## src/design/pld_pkg.sv

```systemverilog
// Shared types and constants for the point-to-line distance pipeline.
package pld_pkg;

  localparam int unsigned DirFrac    = 14;
  localparam int unsigned SqrtStages = 16;

  typedef struct packed {
    logic [63:0]        sq;
    logic signed [31:0] cx;
    logic signed [31:0] cy;
    logic               sat;
  } side_t;

endpackage

```

## src/design/pld_sqrt.sv

```systemverilog
// Pipelined digit-by-digit integer square root, two result bits per stage.
module pld_sqrt import pld_pkg::*; (
  input  logic        clk_i,
  input  logic        rst_ni,
  input  logic        en_i,
  input  logic        valid_i,
  input  side_t       side_i,
  output side_t       side_o,
  output logic [31:0] root_o,
  output logic        valid_o
);

  logic [SqrtStages-1:0] vld_q;
  logic [33:0]           rem_q  [SqrtStages];
  logic [31:0]           root_q [SqrtStages];
  logic [63:0]           rad_q  [SqrtStages];
  side_t                 side_q [SqrtStages];

  always_ff @(posedge clk_i or negedge rst_ni) begin
    if (!rst_ni) begin
      vld_q <= '0;
    end else if (en_i) begin
      vld_q <= {vld_q[SqrtStages-2:0], valid_i};
    end
  end

  for (genvar g = 0; g < SqrtStages; g++) begin : g_stage
    logic [33:0] rem_in, rem_d;
    logic [31:0] root_in, root_d;
    logic [63:0] rad_in, rad_d;
    side_t       side_in;

    if (g == 0) begin : g_first
      assign rem_in  = '0;
      assign root_in = '0;
      assign rad_in  = side_i.sq;
      assign side_in = side_i;
    end else begin : g_next
      assign rem_in  = rem_q[g-1];
      assign root_in = root_q[g-1];
      assign rad_in  = rad_q[g-1];
      assign side_in = side_q[g-1];
    end

    always_comb begin
      logic [33:0] trial;
      rem_d  = rem_in;
      root_d = root_in;
      rad_d  = rad_in;
      for (int k = 0; k < 2; k++) begin
        rem_d = {rem_d[31:0], rad_d[63:62]};
        rad_d = {rad_d[61:0], 2'b00};
        trial = {root_d, 2'b01};
        if (rem_d >= trial) begin
          rem_d  = rem_d - trial;
          root_d = {root_d[30:0], 1'b1};
        end else begin
          root_d = {root_d[30:0], 1'b0};
        end
      end
    end

    always_ff @(posedge clk_i) begin
      if (en_i) begin
        rem_q[g]  <= rem_d;
        root_q[g] <= root_d;
        rad_q[g]  <= rad_d;
        side_q[g] <= side_in;
      end
    end
  end

  assign side_o  = side_q[SqrtStages-1];
  assign root_o  = root_q[SqrtStages-1];
  assign valid_o = vld_q[SqrtStages-1];

endmodule

```

## config.mk

```make
export PLATFORM = sky130hd
export DESIGN_NAME = pld_sqrt
export DESIGN_NICKNAME = d
export VERILOG_FILES = /design/src/design/pld_pkg.sv /design/src/design/pld_sqrt.sv
export SDC_FILE = /design/constraint.sdc
export NUM_CORES = 2
export LEC_CHECK = 0
export BUFFER_PORTS_ARGS = -buffer_cell sky130_fd_sc_hd__buf_2
export CAP_MARGIN = 15
export CELL_PAD_IN_SITES_DETAIL_PLACEMENT = 1
export CELL_PAD_IN_SITES_GLOBAL_PLACEMENT = 2
export CORE_MARGIN = 5
export CORE_UTILIZATION = 45
export CTS_CLUSTER_DIAMETER = 120
export DETAILED_ROUTE_END_ITERATION = 10
export GPL_ROUTABILITY_DRIVEN = 0
export PLACE_DENSITY = 0.91
export SYNTH_ARGS = -nofsm -noshare
export SYNTH_HDL_FRONTEND = slang
export SYNTH_MEMORY_MAX_BITS = 65536
export SYNTH_SLANG_ARGS = --single-unit
```

## constraint.sdc

```tcl
create_clock -name clk_i -period 8.17 [get_ports clk_i]
set_clock_uncertainty 0.15 [all_clocks]
set_input_delay 0.817 -clock clk_i [delete_from_list [all_inputs] [get_ports clk_i]]
set_output_delay 0.817 -clock clk_i [all_outputs]
set_load 0.02 [all_outputs]
```

# Word-level counts from Yosys, hierarchy flattened

Memory sizes are Yosys's and may differ from the RTL's.
Index checks and enable logic that the tools add are counted.

Bits in registers: 16
Bits in writable memories: 4080
Input bits: 133
Output and inout port bits: 162
Logic and storage cells: 135
Memories kept: 4

Memory list:

| memory | words | width | rd ports | clocked after Yosys merged registers in | write ports | line           | text |
|---|---|---|---|---|---|---|---|
| side_q | 16    | 129   | 16       | 0                                       | 16          | pld_sqrt.sv:17 | `side_t side_q [SqrtStages];` |
| rad_q  | 16    | 60    | 15       | 0                                       | 16          | pld_sqrt.sv:16 | `logic [63:0] rad_q [SqrtStages];` |
| rem_q  | 16    | 34    | 15       | 0                                       | 16          | pld_sqrt.sv:14 | `logic [33:0] rem_q [SqrtStages];` |
| root_q | 16    | 32    | 16       | 0                                       | 16          | pld_sqrt.sv:15 | `logic [31:0] root_q [SqrtStages];` |

Add/subtract/negate cells: 32
Order comparisons: 32
Mux-type cells: 66

Operators by type and width:

| cell                | number |
|---|---|
| $ge 34x34->1        | 30 |
| $mux 34             | 16 |
| $mux 32             | 16 |
| $sub 34x34->34      | 15 |
| $sub 32x32->32      | 15 |
| $ge 34x3->1         | 1 |
| $mux 1              | 34 |
| $sub 34x3->34       | 1 |
| $sub 2x1->3 const B | 1 |
| $ge 2x1->1 const B  | 1 |

# Depth between registers and ports, before layout

An unclocked memory read counts as a cell.

Depth in word-level cells: 5
Depth in mapped cells: 30
Depth with buffers taken out: 27

# Least setup slack after synthesis

OpenSTA, ideal clock, no wires.

Path kind: register to register
Start: mem rem_q[11][5] (netlist: rem_q[1][107])
End: mem rem_q[12][9] (netlist: rem_q[1][145]), data pin
Setup time: 0.268 ns
Arrival time: 5.854 ns
Required time: 7.752 ns
Setup slack: 1.898 ns
Cell stages (with the launch flop): 26
Buffers on the path: 4
Clock period less this slack: 6.272 ns
Path through: edfxtp_1 -> ha_1 -> a211o_1 -> o211a_1 -> or4b_1 -> o21ai_0 -> a21oi_1 -> or2_2 -> buf_2 -> buf_1 -> nor2_1 -> a21oi_1 -> ha_1 -> a21o_1 -> a21o_1 -> a21o_1 -> a21o_1 -> a21oi_1 -> nand2_1 -> o21ai_1 -> o21ai_0 -> a31o_2 -> nor3b_1 -> clkbuf_1 -> clkbuf_1 -> o21ai_0

RTL lines:

| element         | line |
|---|---|
| start, declared | pld_sqrt.sv:14 |

==> impl_metrics.toml <==
[grt]
grt_pass1_wl_microns = 477000
grt.busiest_layer = "met2"
grt_start_max_net_pins = 197
grt_util_met2_pct = 35.0
grt_pass1_vias = 81500
grt.overflow.total = 0
grt_use_met1_pct = 27.0
grt_usage_pct = 20.5
antenna_found_initial = 2
use_met3_pct = 2.46

[sta]
rsz0062_at_grt = "false"
relSlewSlack_pct = 9.03
worst_slew_pin_slew_ns = 1.36
period_needed_ns = 7.63
hold_viol = 0
period_share_pct = 93.3
setup_violations = 0
fin_setup_tns_ns = 0
slew_violations = 0
max_clock_freq_mhz = 131

[power]
ir_drop_uv = 252
internal_power_mw = 31.8
leakagePower_nw = 53.7
p_switching_mw = 15.5
pwr-share-comb_pct = 30.3
power.density_mw_per_mm2 = 329
seqPwrFrac_pct = 40.3
clkPwrFrac_pct = 29.4
p_sw_share_pct = 32.8

[floorplanning]
die_h_microns = 540
placementRows = 194
ios = 295
dieArea_sq_mm = 0.292
die_w_microns = 540
start_util_pct = 45.2
coreArea_sq_mm = 0.280

[yosys]
synth_cells = 9287
ys_warn_count = 0
synth_top_area_cell = "edfxtp_1"
syn_avg_cell_area_sq_um = 13.6
ys_types = 105
synth_top_area_share_pct = 66.4
yosys-top-cells-area = "edfxtp_1 (66%), ha_1 (5.5%), xnor2_1 (3.2%)"
synth_ff_type = "edfxtp_1"
synthesis.area_sq_mm = 0.126
async_flop_share_pct = 0.569
ys_ff_latch = 2811
synth-edff-count = 2795
seq_area_frac_synth_pct = 66.7

[cts]
postCtsResizedCells = 0
clockBufferDepth = 4
insertion_delay_ns = 0.92
cts_tree = "built"
postCtsSetupBuffers = 0
ctsHtreeMaxLevel = 5
cts.sinks = 2811
cts_inserted_buffers = 303
clkSlewWorstSetupHoldPaths_ns = 0.07
root_buffer = "clkbuf_16"

[run]
cap_violations = 0

[layout]
fin_cells = 13900
multiInputGateArea_sq_mm = 0.0397
seqCellArea_sq_mm = 0.0843
nets = 10600
syn_to_final_growth_pct = 13.9
drive_above_1_share_pct = 10.3
postLayoutCellArea_sq_mm = 0.144
fill_cells = 27900

[placement]
port_buffers = 294
dpl_cell_area_sq_mm = 0.133
dp_hpwl_microns = 217000
dp_cells = 13200

[critical_path]
arrival_ns = 8.12
startpoint_type = "flop"
critPathMaxFanout = 29
crit_type = "reg2reg"
cp-end-kind = "flop"
cp_data_required_time_ns = 8.67

[drt]
first_pass_iters = 6
first_iter_violations = 5856
totalWireLength_microns = 307000
ant_nets = 0
vias = 77600
wl_per_cell_microns = 22.2
drc_errors = 0
via_per_inst = 5.60

[outcome]
run_status = "completed"

[hold_path]
hp-class = "in2reg"
[cells in the mapped netlist, types with 23 or more instances]
master / number
o21bai_1: 64
a21oi_1: 596
o31a_1: 30
a21o_1: 269
a211o_1: 29
a21boi_0: 23
o21a_1: 80
xor2_1: 250
a31oi_1: 69
nand3b_1: 25
nor2_1: 561
and2_1: 56
or4_1: 39
nor3b_1: 30
clkbuf_1: 168
o31ai_1: 61
nand4_1: 119
mux2_2: 138
ha_1: 558
o21ai_0: 430
and3_1: 61
nor3_1: 188
or2_2: 38
a211oi_1: 50
nand2_1: 669
nand2b_1: 112
nor2b_1: 97
or3_1: 70
edfxtp_1: 2795
xnor2_1: 463
nand3_1: 159
inv_1: 466
nor4_1: 89
o211ai_1: 35
[kinds of logic after synthesis]
kind of cell	Yosys count	share of synthesized area [%]
compound gates	1964	9.91
xor+xnor	713	4.94
fa+ha+maj	559	5.53
buf+inv	667	1.99
flops	2811	66.7
mux	159	1.39
other cells	1	0.00297
simple gates	2413	9.55
[final timing paths]
kind	slack, ns	depth (start not counted)	endpoint	start
setup / recovery	0.54	24	rem_q[1][180]$_DFFE_PP_	root_q[1][129]$_DFFE_PP_
hold / removal	0.11	1	side_q[0][128]$_DFFE_PP_	side_i[128]
max in group asynchronous	7.38	2	vld_q[10]$_DFFE_PN0P_	rst_ni
setup reg to reg	0.54	24	rem_q[1][180]$_DFFE_PP_	root_q[1][129]$_DFFE_PP_
min in group asynchronous	0.23	2	vld_q[2]$_DFFE_PN0P_	rst_ni
hold reg to reg	0.23	0	side_q[1][480]$_DFFE_PP_	side_q[1][351]$_DFFE_PP_
[metrics by stage]
| stage | setup WS [ns] | total power [mW] | utilization [%] | hold WS [ns] |
|---|---|---|---|---|
| 2_1_floorplan | 1.90 | 29.1 | - | 0.250 |
| 3_3_place_gp | 0.820 | 32.6 | 47.4 | 0.250 |
| 3_5_place_dp | 0.723 | 33.3 | 47.4 | 0.255 |
| 4_1_cts | 0.667 | 47.5 | 51.5 | 0.0257 |
| 5_1_grt | 0.192 | 49.9 | 51.5 | 0.0630 |
| 6_report | 0.545 | 47.3 | 51.5 | 0.112 |
[area by class of cell]
type,instances,area share (%)
repair buffers,494,2.42
flip-flops and latches,2811,58.5
clock buffers,349,5.43
inverters,472,1.23
well taps,3724,3.23
clock inverters,201,1.61
multi-input cells,5811,27.5
diodes,4,0.00695
[repair_timing]
action | in CTS | in global routing
endpoints found under the setup margin | 0 | 0
hold endpoints to repair | 142 | 0
hold buffers | 127 | 0
[per-layer routing]
| metal | share of wire, % | up-vias |
|---|---|---|
| li1 | - | 36300 |
| met1 | 43 | 38700 |
| met2 | 49 | 2011 |
| met3 | 4.2 | 671 |
| met4 | 3.9 | 2 |
| met5 | 0.0029 | - |
[state kept, by name, indices dropped and copies added (netlist names)]
signal / count
rem_q: 459
root_q: 272
side_q: 2064
vld_q: 16
[layout by cell type (no fill, tap or decap), types with 293 or more instances in the layout]
cell       instances
edfxtp_1        2795
nand2_1          669
a21oi_1          596
nor2_1           560
ha_1             558
inv_1            466
xnor2_1          463
o21ai_0          429
clkbuf_16        306
buf_2            293
[critical path: stages, from the launching register on]
cell and delay [ns]:
edfxtp_1 0.43, inv_1 0.14, ha_1 0.36, o211a_1 0.27
o31a_1 0.11, o21ai_0 0.48, a311oi_1 0.18, nor3_1 0.56
o21ai_4 0.12, inv_1 0.62, o21ai_0 0.37, ha_1 0.45
nand2_1 0.13, nor2_1 0.09, a221oi_1 0.38, o21ai_0 0.18
a21oi_1 0.22, a31oi_1 0.24, a211oi_1 0.60, o21a_1 0.29
nand3_2 0.26, buf_4 0.35, buf_4 0.20, nor2_1 0.11
a21oi_1 0.06
[power by group through the flow]
| stage | Clock, mW | Combinational, mW | Sequential [mW] |
|---|---|---|---|
| floorplan | 0 | 10.3 | 18.8 |
| global route | 15.1 | 15.7 | 19.2 |
| finish | 13.9 | 14.3 | 19.1 |
| CTS | 14.3 | 14.2 | 19.1 |
| detailed placement | 0 | 13.9 | 19.4 |
| global placement | 0 | 13.4 | 19.3 |
Note: power is estimated with default switching activity, not from simulation.
